### src/rtl/srs_pkg.sv
// Shared types and constants for the signature region scanner.
// Used by signature_region_scanner and its port checker; no dependencies.
`timescale 1ns / 1ps
`default_nettype none

package srs_pkg;

    // Verdict codes carried on the result stream.
    typedef enum logic [1:0] {
        VERDICT_CLEAN    = 2'd0,
        VERDICT_INFECTED = 2'd1,
        VERDICT_FIRST    = 2'd2,
        VERDICT_LAST     = 2'd3
    } verdict_t;

    // Configuration register indexes.
    localparam int unsigned CFG_IDX_W = 3;
    localparam logic [CFG_IDX_W-1:0] CFG_SCAN_MODE  = 3'd0;
    localparam logic [CFG_IDX_W-1:0] CFG_SIG_LENGTH = 3'd1;
    localparam logic [CFG_IDX_W-1:0] CFG_SIG_WORD_0 = 3'd2;
    localparam logic [CFG_IDX_W-1:0] CFG_SIG_WORD_1 = 3'd3;
    localparam logic [CFG_IDX_W-1:0] CFG_SIG_WORD_2 = 3'd4;
    localparam logic [CFG_IDX_W-1:0] CFG_SIG_WORD_3 = 3'd5;

    localparam int unsigned CFG_DATA_W = 64;
    localparam int unsigned SIG_LEN_W  = 6;
    localparam int unsigned SIG_WORDS  = 4;
    localparam int unsigned SIG_BYTES  = 32;

    // Stream payload widths.
    localparam int unsigned BYTE_W     = 8;
    localparam int unsigned SIZE_W     = 32;
    localparam int unsigned S_TDATA_W  = 40;
    localparam int unsigned M_TDATA_W  = 8;
    localparam int unsigned VERDICT_W  = 2;

    // Reciprocal of 5 for a 32-bit dividend: q = (x * DIV5_MAGIC) >> DIV5_SHIFT.
    localparam logic [SIZE_W-1:0] DIV5_MAGIC = 32'hCCCC_CCCD;
    localparam int unsigned DIV5_SHIFT = 34;
    localparam int unsigned QUOT_W     = 30;

    // Most result words that can be in flight between input and output.
    localparam int unsigned MAX_IN_FLIGHT = 4;

endpackage : srs_pkg

`default_nettype wire

### src/rtl/signature_region_scanner.sv
// Top level of the signature region scanner: streaming byte matcher with
// fifth-of-file region tracking. Depends on srs_pkg.
`timescale 1ns / 1ps
`default_nettype none

// Usage
// The slave stream (s_axis_*) carries one file byte per word: tdata holds the
// byte in bits 7:0 and the file size in bits 39:8, and tlast marks the final
// byte of a file. The master stream (m_axis_*) carries one verdict word per
// file, issued for the tlast byte: 0 clean, 1 infected (normal mode) or a hit
// in the middle of the file (fast mode), 2 first fifth, 3 last fifth.
// The configuration channel (cfg_*) writes mode, signature length and the four
// signature words; it is always ready and should be used only while no file is
// in progress.
// Throughput is one byte per clock unless a stalled receiver holds a last
// byte in stage 3. The design is a four-register pipeline: input
// register, match and divide-by-5 multiply, region bounds, and the result
// register. A verdict appears on m_axis_tvalid when the tlast byte enters
// it. The window compare and the 32x32 reciprocal multiply set the cycle time.
// When the receiver stalls, the result register holds its word. Bytes that
// are not the last of a file keep flowing; a last byte waits in stage 3 until
// the result register is free, and once the two stages behind it have filled,
// s_axis_tready drops. Asynchronous reset empties the pipeline, clears
// the window, byte count and hit flags, and restores the default config
// (normal mode, length 1, all-zero signature).
module signature_region_scanner #(
    parameter int SIGNATURE_MAX = 32
) (
    input  wire                                 clk,
    input  wire                                 rst_n,
    // Byte stream in.
    input  wire                                 s_axis_tvalid,
    output logic                                s_axis_tready,
    // tdata: data_byte [7:0], file_size [39:8]
    input  wire  [srs_pkg::S_TDATA_W-1:0]       s_axis_tdata,
    // tlast: last_byte
    input  wire                                 s_axis_tlast,
    // Verdict stream out.
    output logic                                m_axis_tvalid,
    input  wire                                 m_axis_tready,
    // tdata: verdict [1:0], zero [7:2]
    output logic [srs_pkg::M_TDATA_W-1:0]       m_axis_tdata,
    // Configuration writes.
    input  wire                                 cfg_valid,
    output logic                                cfg_ready,
    input  wire  [srs_pkg::CFG_IDX_W-1:0]       cfg_index,
    input  wire  [srs_pkg::CFG_DATA_W-1:0]      cfg_data
);

    localparam int WIN_W  = 8 * SIGNATURE_MAX;
    localparam int LEN_W  = $clog2(SIGNATURE_MAX + 1);
    localparam int CNT_W  = srs_pkg::SIZE_W + 1;
    localparam int PROD_W = 2 * srs_pkg::SIZE_W;

    // ------------------------------------------------------------------
    // Configuration registers.
    // ------------------------------------------------------------------
    logic                                  scan_mode_reg;
    logic [srs_pkg::SIG_LEN_W-1:0]         sig_len_reg;
    logic [srs_pkg::CFG_DATA_W-1:0]        sig_word_reg [srs_pkg::SIG_WORDS];

    assign cfg_ready = 1'b1;

    always_ff @(posedge clk or negedge rst_n)
    begin
        if (!rst_n)
        begin
            scan_mode_reg <= 1'b0;
            sig_len_reg   <= srs_pkg::SIG_LEN_W'(1);
            for (int w = 0; w < srs_pkg::SIG_WORDS; w++)
            begin
                sig_word_reg[w] <= '0;
            end
        end
        else if (cfg_valid)
        begin
            case (cfg_index)
                srs_pkg::CFG_SCAN_MODE:  scan_mode_reg   <= cfg_data[0];
                srs_pkg::CFG_SIG_LENGTH: sig_len_reg     <= cfg_data[srs_pkg::SIG_LEN_W-1:0];
                srs_pkg::CFG_SIG_WORD_0: sig_word_reg[0] <= cfg_data;
                srs_pkg::CFG_SIG_WORD_1: sig_word_reg[1] <= cfg_data;
                srs_pkg::CFG_SIG_WORD_2: sig_word_reg[2] <= cfg_data;
                srs_pkg::CFG_SIG_WORD_3: sig_word_reg[3] <= cfg_data;
                default:                 ;
            endcase
        end
    end

    // ------------------------------------------------------------------
    // Signature alignment. The compare runs against the window with the
    // newest byte at position 0, so the signature is reversed and shifted
    // so that its last byte lines up with position 0. This depends on the
    // configuration only, so it is registered apart from the compare.
    // ------------------------------------------------------------------
    logic [LEN_W-1:0]                      len_eff;
    logic [srs_pkg::SIG_BYTES*8-1:0]       sig_flat;
    logic [WIN_W-1:0]                      sig_rev;
    logic [LEN_W-1:0]                      align_shift;
    logic [WIN_W-1:0]                      aligned_next;
    logic [SIGNATURE_MAX-1:0]              mask_next;
    logic [WIN_W-1:0]                      aligned_reg;
    logic [SIGNATURE_MAX-1:0]              mask_reg;
    logic [LEN_W-1:0]                      len_eff_reg;

    // Lengths above the window depth saturate to the window depth.
    always_comb
    begin
        if (7'(sig_len_reg) > 7'(SIGNATURE_MAX))
        begin
            len_eff = LEN_W'(SIGNATURE_MAX);
        end
        else
        begin
            len_eff = LEN_W'(sig_len_reg);
        end
    end

    assign sig_flat = {sig_word_reg[3], sig_word_reg[2], sig_word_reg[1], sig_word_reg[0]};

    // Byte k of sig_rev is signature byte SIGNATURE_MAX-1-k; bytes past the
    // stored 32 read as zero.
    for (genvar k = 0; k < SIGNATURE_MAX; k++)
    begin : g_rev
        localparam int SRC = SIGNATURE_MAX - 1 - k;
        if (SRC < srs_pkg::SIG_BYTES)
        begin : g_stored
            assign sig_rev[8*k +: 8] = sig_flat[8*SRC +: 8];
        end
        else
        begin : g_zero
            assign sig_rev[8*k +: 8] = 8'h00;
        end
    end

    assign align_shift  = LEN_W'(SIGNATURE_MAX) - len_eff;
    assign aligned_next = sig_rev >> {align_shift, 3'b000};

    always_comb
    begin
        for (int j = 0; j < SIGNATURE_MAX; j++)
        begin
            mask_next[j] = (7'(j) < 7'(len_eff));
        end
    end

    always_ff @(posedge clk or negedge rst_n)
    begin
        if (!rst_n)
        begin
            aligned_reg <= '0;
            mask_reg    <= '0;
            len_eff_reg <= '0;
        end
        else
        begin
            aligned_reg <= aligned_next;
            mask_reg    <= mask_next;
            len_eff_reg <= len_eff;
        end
    end

    // ------------------------------------------------------------------
    // Pipeline handshake. Each stage moves when the stage after it is free
    // or moving. Stage 3 is consumed outright for a byte that is not the
    // last one, and needs the result register for the last one.
    // ------------------------------------------------------------------
    logic s1_valid_reg, s2_valid_reg, s3_valid_reg, out_valid_reg;
    logic s1_last_reg,  s2_last_reg,  s3_last_reg;
    logic out_free, adv1, adv2, adv3, rdy1, rdy2, rdy3;

    assign out_free = !out_valid_reg || m_axis_tready;
    assign adv3     = s3_valid_reg && (!s3_last_reg || out_free);
    assign rdy3     = !s3_valid_reg || adv3;
    assign adv2     = s2_valid_reg && rdy3;
    assign rdy2     = !s2_valid_reg || rdy3;
    assign adv1     = s1_valid_reg && rdy2;
    assign rdy1     = !s1_valid_reg || rdy2;

    assign s_axis_tready = rdy1;

    // ------------------------------------------------------------------
    // Stage 1: input register.
    // ------------------------------------------------------------------
    logic [srs_pkg::BYTE_W-1:0]  s1_byte_reg;
    logic [srs_pkg::SIZE_W-1:0]  s1_size_reg;

    always_ff @(posedge clk or negedge rst_n)
    begin
        if (!rst_n)
        begin
            s1_valid_reg <= 1'b0;
        end
        else if (rdy1)
        begin
            s1_valid_reg <= s_axis_tvalid;
        end
    end

    always_ff @(posedge clk)
    begin
        if (s_axis_tvalid && rdy1)
        begin
            s1_byte_reg <= s_axis_tdata[srs_pkg::BYTE_W-1:0];
            s1_size_reg <= s_axis_tdata[srs_pkg::BYTE_W +: srs_pkg::SIZE_W];
            s1_last_reg <= s_axis_tlast;
        end
    end

    // ------------------------------------------------------------------
    // Stage 1 to 2: shift the byte into the window, compare against the
    // aligned signature, and start the divide by 5 of the file size.
    // ------------------------------------------------------------------
    logic [WIN_W-1:0]            window_reg;
    logic [srs_pkg::SIZE_W-1:0]  position_reg;
    logic [WIN_W-1:0]            window_shifted;
    logic [SIGNATURE_MAX-1:0]    byte_ok;
    logic [CNT_W-1:0]            count;
    logic                        len_ok;
    logic                        match;
    logic [CNT_W-1:0]            start;
    logic [PROD_W-1:0]           size_prod;

    assign window_shifted = {window_reg[WIN_W-9:0], s1_byte_reg};

    always_comb
    begin
        for (int j = 0; j < SIGNATURE_MAX; j++)
        begin
            byte_ok[j] = !mask_reg[j] || (window_shifted[8*j +: 8] == aligned_reg[8*j +: 8]);
        end
    end

    assign count     = {1'b0, position_reg} + CNT_W'(1);
    assign len_ok    = (len_eff_reg != '0) && (count >= CNT_W'(len_eff_reg));
    assign match     = len_ok && (&byte_ok);
    assign start     = count - CNT_W'(len_eff_reg);
    assign size_prod = s1_size_reg * srs_pkg::DIV5_MAGIC;

    // Window and byte count follow the bytes as they leave stage 1; both
    // start over after the last byte of a file.
    always_ff @(posedge clk or negedge rst_n)
    begin
        if (!rst_n)
        begin
            window_reg   <= '0;
            position_reg <= '0;
        end
        else if (adv1)
        begin
            if (s1_last_reg)
            begin
                window_reg   <= '0;
                position_reg <= '0;
            end
            else
            begin
                window_reg <= window_shifted;
                if (position_reg != '1)
                begin
                    position_reg <= position_reg + srs_pkg::SIZE_W'(1);
                end
            end
        end
    end

    logic                         s2_match_reg;
    logic [CNT_W-1:0]             s2_start_reg;
    logic [srs_pkg::SIZE_W-1:0]   s2_size_reg;
    logic [srs_pkg::QUOT_W-1:0]   s2_quot_reg;

    always_ff @(posedge clk or negedge rst_n)
    begin
        if (!rst_n)
        begin
            s2_valid_reg <= 1'b0;
        end
        else if (rdy2)
        begin
            s2_valid_reg <= s1_valid_reg;
        end
    end

    always_ff @(posedge clk)
    begin
        if (adv1)
        begin
            s2_match_reg <= match;
            s2_start_reg <= start;
            s2_size_reg  <= s1_size_reg;
            s2_quot_reg  <= size_prod[srs_pkg::DIV5_SHIFT +: srs_pkg::QUOT_W];
            s2_last_reg  <= s1_last_reg;
        end
    end

    // ------------------------------------------------------------------
    // Stage 2 to 3: region bounds. With size = 5q + r, the lower bound is q
    // and the upper bound floor(4*size/5) is 4q + max(r - 1, 0). Only the
    // low three bits are needed to recover r, which is below 5.
    // ------------------------------------------------------------------
    logic [2:0]                   quot5_low;
    logic [2:0]                   rem5;
    logic [1:0]                   hi_adj;
    logic [srs_pkg::SIZE_W-1:0]   hi_bound;

    assign quot5_low = 3'({s2_quot_reg[0], 2'b00}) + s2_quot_reg[2:0];
    assign rem5      = s2_size_reg[2:0] - quot5_low;
    assign hi_adj    = (rem5 == 3'd0) ? 2'd0 : 2'(rem5 - 3'd1);
    assign hi_bound  = {s2_quot_reg, 2'b00} + srs_pkg::SIZE_W'(hi_adj);

    logic                         s3_match_reg;
    logic [CNT_W-1:0]             s3_start_reg;
    logic [srs_pkg::SIZE_W-1:0]   s3_size_reg;
    logic [srs_pkg::QUOT_W-1:0]   s3_lo_reg;
    logic [srs_pkg::SIZE_W-1:0]   s3_hi_reg;

    always_ff @(posedge clk or negedge rst_n)
    begin
        if (!rst_n)
        begin
            s3_valid_reg <= 1'b0;
        end
        else if (rdy3)
        begin
            s3_valid_reg <= s2_valid_reg;
        end
    end

    always_ff @(posedge clk)
    begin
        if (adv2)
        begin
            s3_match_reg <= s2_match_reg;
            s3_start_reg <= s2_start_reg;
            s3_size_reg  <= s2_size_reg;
            s3_lo_reg    <= s2_quot_reg;
            s3_hi_reg    <= hi_bound;
            s3_last_reg  <= s2_last_reg;
        end
    end

    // ------------------------------------------------------------------
    // Stage 3: place the match start in a region, fold it into the hit
    // flags and, on the last byte, form the verdict.
    // ------------------------------------------------------------------
    logic hit_first_reg, hit_middle_reg, hit_last_reg;
    logic in_file, below_lo, below_hi;
    logic hit_first_next, hit_middle_next, hit_last_next;
    srs_pkg::verdict_t verdict_next;
    srs_pkg::verdict_t verdict_reg;

    assign in_file  = s3_match_reg && (s3_start_reg < {1'b0, s3_size_reg});
    assign below_lo = s3_start_reg < CNT_W'(s3_lo_reg);
    assign below_hi = s3_start_reg < CNT_W'(s3_hi_reg);

    assign hit_first_next  = hit_first_reg  || (in_file && below_lo);
    assign hit_middle_next = hit_middle_reg || (in_file && !below_lo && below_hi);
    assign hit_last_next   = hit_last_reg   || (in_file && !below_hi);

    always_comb
    begin
        if (!scan_mode_reg)
        begin
            verdict_next = (hit_first_next || hit_middle_next || hit_last_next)
                           ? srs_pkg::VERDICT_INFECTED : srs_pkg::VERDICT_CLEAN;
        end
        else if (hit_middle_next)
        begin
            verdict_next = srs_pkg::VERDICT_INFECTED;
        end
        else if (hit_last_next)
        begin
            verdict_next = srs_pkg::VERDICT_LAST;
        end
        else if (hit_first_next)
        begin
            verdict_next = srs_pkg::VERDICT_FIRST;
        end
        else
        begin
            verdict_next = srs_pkg::VERDICT_CLEAN;
        end
    end

    always_ff @(posedge clk or negedge rst_n)
    begin
        if (!rst_n)
        begin
            hit_first_reg  <= 1'b0;
            hit_middle_reg <= 1'b0;
            hit_last_reg   <= 1'b0;
        end
        else if (adv3)
        begin
            if (s3_last_reg)
            begin
                hit_first_reg  <= 1'b0;
                hit_middle_reg <= 1'b0;
                hit_last_reg   <= 1'b0;
            end
            else
            begin
                hit_first_reg  <= hit_first_next;
                hit_middle_reg <= hit_middle_next;
                hit_last_reg   <= hit_last_next;
            end
        end
    end

    // Result register: loaded by the last byte of a file, emptied when the
    // receiver takes the word.
    always_ff @(posedge clk or negedge rst_n)
    begin
        if (!rst_n)
        begin
            out_valid_reg <= 1'b0;
        end
        else if (adv3 && s3_last_reg)
        begin
            out_valid_reg <= 1'b1;
        end
        else if (m_axis_tready)
        begin
            out_valid_reg <= 1'b0;
        end
    end

    always_ff @(posedge clk)
    begin
        if (adv3 && s3_last_reg)
        begin
            verdict_reg <= verdict_next;
        end
    end

    assign m_axis_tvalid = out_valid_reg;
    assign m_axis_tdata  = {(srs_pkg::M_TDATA_W - srs_pkg::VERDICT_W)'(0), verdict_reg};

endmodule : signature_region_scanner

`default_nettype wire

### config.mk
export PLATFORM = sky130hd
export DESIGN_NAME = signature_region_scanner
export DESIGN_NICKNAME = d
export VERILOG_FILES = /design/src/rtl/srs_pkg.sv /design/src/rtl/signature_region_scanner.sv
export SDC_FILE = /design/constraint.sdc
export NUM_CORES = 2
export LEC_CHECK = 0
export ABC_AREA = 1
export BUFFER_PORTS_ARGS = -buffer_cell sky130_fd_sc_hd__buf_4
export CAP_MARGIN = 20
export CORE_UTILIZATION = 45
export CTS_CLUSTER_SIZE = 25
export DETAILED_ROUTE_END_ITERATION = 6
export PLACE_DENSITY = 0.61
export SETUP_SLACK_MARGIN = 0.05
export SLEW_MARGIN = 20
export SYNTH_ARGS = -nofsm -noshare
export SYNTH_HDL_FRONTEND = slang
export SYNTH_SLANG_ARGS = --single-unit
### constraint.sdc
create_clock -name clk -period 16.6 [get_ports clk]
set_input_delay 4.98 -clock clk [delete_from_list [all_inputs] [get_ports clk]]
set_output_delay 4.98 -clock clk [all_outputs]
set_load 0.05 [all_outputs]
After elaboration in Yosys (flattened, before gate mapping)
Index checks and enable logic that the tools add are counted. W data, S select, Z words.

Order comparisons: 37. Reductions and logical operators: 106. Add/subtract/negate cells: 8. Mux-type cells: 15. Shift-type cells: 1. Divide/modulo/power cells: 0. Equality and inequality tests: 38. Bitwise logic cells: 0. $mul: 1.

Operator list (number): $eq A8 B8 Y1 (32); $shr A256 B9 Y256 (1); $mux W248 (1); $lt A5 B6 Y1 const A (16); $lt A33 B32 Y1 (2); $mul A32 B32 Y64 const B (1); $mux W32 (2); $lt A4 B6 Y1 const A (8); $logic_or A1 B1 Y1 (42); $logic_not A1 Y1 (39); $add A32 B1 Y33 const B (1); $ge A33 B6 Y1 (1); $lt A33 B30 Y1 (1); $sub A33 B6 Y33 (1); $add A32 B1 Y32 const B (1); $add A32 B2 Y32 (1); $ne A32 B32 Y1 const B (1); $reduce_and A32 Y1 (1); $lt A3 B6 Y1 const A (4); $reduce_and A2 Y1 (7); $logic_and A1 B1 Y1 (12); $lt A1 B6 Y1 const A (2); $lt A2 B6 Y1 const A (2); $mux W2 (5); 13 further kinds (22).

Bits of input ports: 113. Latch bits: 0. Word-level logic and storage cells: 239. RAM bits: 0. Flip-flop bits (word level): 1113. ROM bits: 0. Output and inout bits: 11. Memories kept: 0.

Logic depth before layout (Yosys ltp)
Depth after elaboration: 9. Mapped depth: 29.

Worst setup path after synthesis
No wires, ideal clock.

Kind: input to output. From: input m_axis_tready. To: output s_axis_tready. Data required time: 11620 ps. Stages on the path: 7. Buffers on the path: 1. Arrival: 6166 ps. Slack: 5454 ps. Cell sequence: inv_1 -> nand4_1 -> nor2_1 -> clkbuf_1 -> inv_1 -> nor2_1 -> inv_1.

Word-level cells in the longest chain between the ends: 6.

Ends and longest elaborated chain: start, declared (RTL line signature_region_scanner.sv:40) `input wire m_axis_tready,`; $logic_or A1 B1 Y1 (RTL line signature_region_scanner.sv:171) `assign out_free = !out_valid_reg || m_axis_tready;`; $logic_or A1 B1 Y1 (RTL line signature_region_scanner.sv:172) `assign adv3 = s3_valid_reg && (!s3_last_reg || out_free);`; $logic_and A1 B1 Y1 (RTL line signature_region_scanner.sv:172); $logic_or A1 B1 Y1 (RTL line signature_region_scanner.sv:173) `assign rdy3 = !s3_valid_reg || adv3;`; $logic_or A1 B1 Y1 (RTL line signature_region_scanner.sv:175) `assign rdy2 = !s2_valid_reg || rdy3;`; $logic_or A1 B1 Y1 (RTL line signature_region_scanner.sv:177) `assign rdy1 = !s1_valid_reg || rdy2;`; end, declared (RTL line signature_region_scanner.sv:33) `output logic s_axis_tready,`.

No other way between the ends.

Final worst setup path
Ends and elaborated chain as after synthesis.

==> results_dict.tcl <==
set metrics [dict create \
    drv_slew 0 \
    crit_type "input port to output pin" \
    fmax_ghz 0.08849 \
    postRouteAntennaNets 0 \
    drcViolationCount 0 \
    first_iter_violations 5846 \
    maxCapViolations 0 \
    syn_area_mm2 0.07452 \
    cp_max_fo 3 \
    dpl-instance-area_mm2 0.07678 \
    outcome "complete, no violations" \
    core_mm2 0.1635 \
    numCtsBuffers 118 \
    postCtsHoldBufs 0 \
    synth_cells 9228 \
    hp-class "flip-flop to flip-flop" \
    cts-root-buf "clkbuf_16" \
    vias_per_cell 5.313 \
    cts_sinks 1082 \
    rows 148 \
    clk_latency_ns 0.76 \
    synth_edf_count 239 \
    path_clk_slew_ns 0.06 \
    yosysUniqueCellTypes 52 \
    min_period_ns 11.30 \
    dieWidth_um 409.0 \
    ys.flop_type "dfrtp_1" \
    period_share 0.6808 \
    h-tree-depth 3 \
    ys_seq_area_frac 0.3794 \
    setup_viol 0 \
    place.gp.congestion 0.9624 \
    rsz0062_at_grt "false" \
    grt_overflow 0 \
    cp.arrival_ns 6.32 \
    grt_pass1_wl_um 355700 \
    post_drt_wl_per_cell_um 20.53 \
    hold_violations 0 \
    post-dp-hpwl_um 179300 \
    required_ns 11.62 \
    async_flop_share 0.7791 \
    slew_headroom 0.2517 \
    dieArea_mm2 0.1672 \
    post-cts-setup-buffers 0 \
    die_h_um 409.0 \
    setup_tns_ns 0 \
    io_buffers 116 \
    area_growth_pct 8.769 \
    vias 60350 \
    drt-pass1-iter-count 6 \
    postLayoutCoreUtil 0.4957 \
    wirelength_um 233200 \
    ctsResizeCount 0 \
    ys_ff_latch 1082 \
    track_usage 0.2785 \
    nets 10030 \
    avgSynthCellArea_um2 8.076 \
    skew_ns 0.02222 \
    start_util 0.4558 \
    end_kind "output pin" \
    cts_tree "built" \
    finalInstanceArea_mm2 0.08106 \
    clk_path_buf_depth 3 \
    drive_gt1_frac 0.05096 \
    grt_antenna_before_repair 12 \
    worst_pin_slew_ns 1.122 \
    grt_max_degree 217 \
    io_pins 124 \
    grt_pass1_vias 57780 \
    yosysWarnings 0 \
    cp-start-kind "input port" \
]
## path summary, 6_finish.rpt
check | from | endpoint | slack, ns | depth (start not counted)
max in group asynchronous | rst_n | window_reg[164] | 9.97 | 3
min reg2reg | s2_start_reg[5] | s3_start_reg[5] | 0.42 | 0
max | m_axis_tready | s_axis_tready | 5.30 | 8
min | s2_start_reg[5] | s3_start_reg[5] | 0.42 | 0
max reg2reg | s1_size_reg[9] | s2_quot_reg[28] | 8.90 | 23
min in group asynchronous | rst_n | sig_flat[182] | 4.28 | 1
## worst max-delay path, stage by stage
cell and delay, ns:
buf_4 0.15, inv_1 0.09, nand4_1 0.18, nor2_4 0.17, inv_1 0.07, nor2_1 0.22
inv_1 0.21, buf_4 0.24
## per-stage QoR
stage               cells  hold slack (ns)  worst slack, ns
floorplan            9233           0.4003            5.454
global placement    11130           0.4027            5.279
detailed placement  11130           0.4045            5.320
CTS                 11360           0.4185            5.317
global route        11360           0.4206            5.212
finish              11360           0.4164            5.299
## cell usage after synthesis, types with 7 or more instances
| master | instances | area, um2 |
|---|---|---|
| a21boi_0 | 10 | 75.07 |
| nor3_1 | 31 | 155.2 |
| edfxtp_1 | 239 | 7177 |
| a21o_1 | 18 | 135.1 |
| nor2_2 | 12 | 75.07 |
| nor2_4 | 7 | 78.83 |
| nand3_1 | 565 | 2828 |
| fa_1 | 388 | 7767 |
| o21ai_0 | 1243 | 6221 |
| a21oi_1 | 149 | 745.7 |
| nor2_1 | 545 | 2046 |
| nand2_1 | 2354 | 8836 |
| or2_2 | 40 | 250.2 |
| buf_2 | 153 | 765.7 |
| nand2_2 | 8 | 50.05 |
| inv_1 | 1290 | 4842 |
| o21bai_1 | 21 | 157.7 |
| o22ai_1 | 9 | 56.30 |
| o31ai_1 | 7 | 52.55 |
| nand4_1 | 37 | 231.5 |
| mux2i_1 | 23 | 230.2 |
| o211ai_1 | 47 | 352.8 |
| o21a_1 | 13 | 97.59 |
| dfrtp_1 | 842 | 21070 |
| ha_1 | 448 | 5605 |
| xor2_1 | 77 | 674.4 |
| buf_4 | 21 | 157.7 |
| a31oi_1 | 21 | 131.4 |
| o21ai_1 | 95 | 475.5 |
| clkbuf_1 | 227 | 852.1 |
| inv_2 | 10 | 37.54 |
| xnor2_1 | 209 | 1831 |
| buf_1 | 27 | 101.4 |
## logic make-up after synthesis
| group | after synthesis | share of synthesized area |
|---|---|---|
| AO/OA/AOI/OAI | 1641 | 0.1150 |
| XOR/XNOR | 288 | 0.03405 |
| adder cells (fa/ha/maj) | 836 | 0.1794 |
| buffers and inverters | 1732 | 0.09117 |
| flip-flops | 1082 | 0.3794 |
| multiplexers | 23 | 0.003089 |
| other | 2 | 0.0001008 |
| AND/OR/NAND/NOR | 3624 | 0.1977 |
## area by class of cell
cell class              count  area [um2]
diodes                      2       5.005
clock buffers             163        3455
clock inverters            60       795.8
fillers                 15920       82450
inverters                1301        4911
multi-input cells        6419       39610
flip-flops and latches   1082       28270
well taps                2175        2721
repair buffers            158        1289
## layout by cell type, fill, tap and decap left out, types with 150 or more instances in the layout
| cell type | netlist | final |
|---|---|---|
| dfrtp_1 | 842 | 842 |
| buf_4 | 21 | 150 |
| fa_1 | 388 | 388 |
| nand2_1 | 2354 | 2350 |
| ha_1 | 448 | 447 |
| edfxtp_1 | 239 | 239 |
| nor2_1 | 545 | 542 |
| nand3_1 | 565 | 563 |
| xnor2_1 | 209 | 209 |
| inv_1 | 1290 | 1287 |
| o21ai_0 | 1243 | 1243 |
## routing by layer
layer	routed length, um	vias to the layer above	track usage	part of all wire
met5	21	-	0	0.000090
met4	11370	4	0.1250	0.049
met3	12610	333	0.03167	0.054
met2	105500	1851	0.4335	0.45
met1	103800	29120	0.3902	0.44
li1	-	29050	-	-
Power is left out: the tool's default activity adds up to more than one toggle a clock period on the data nets, which glitch-free logic cannot reach.
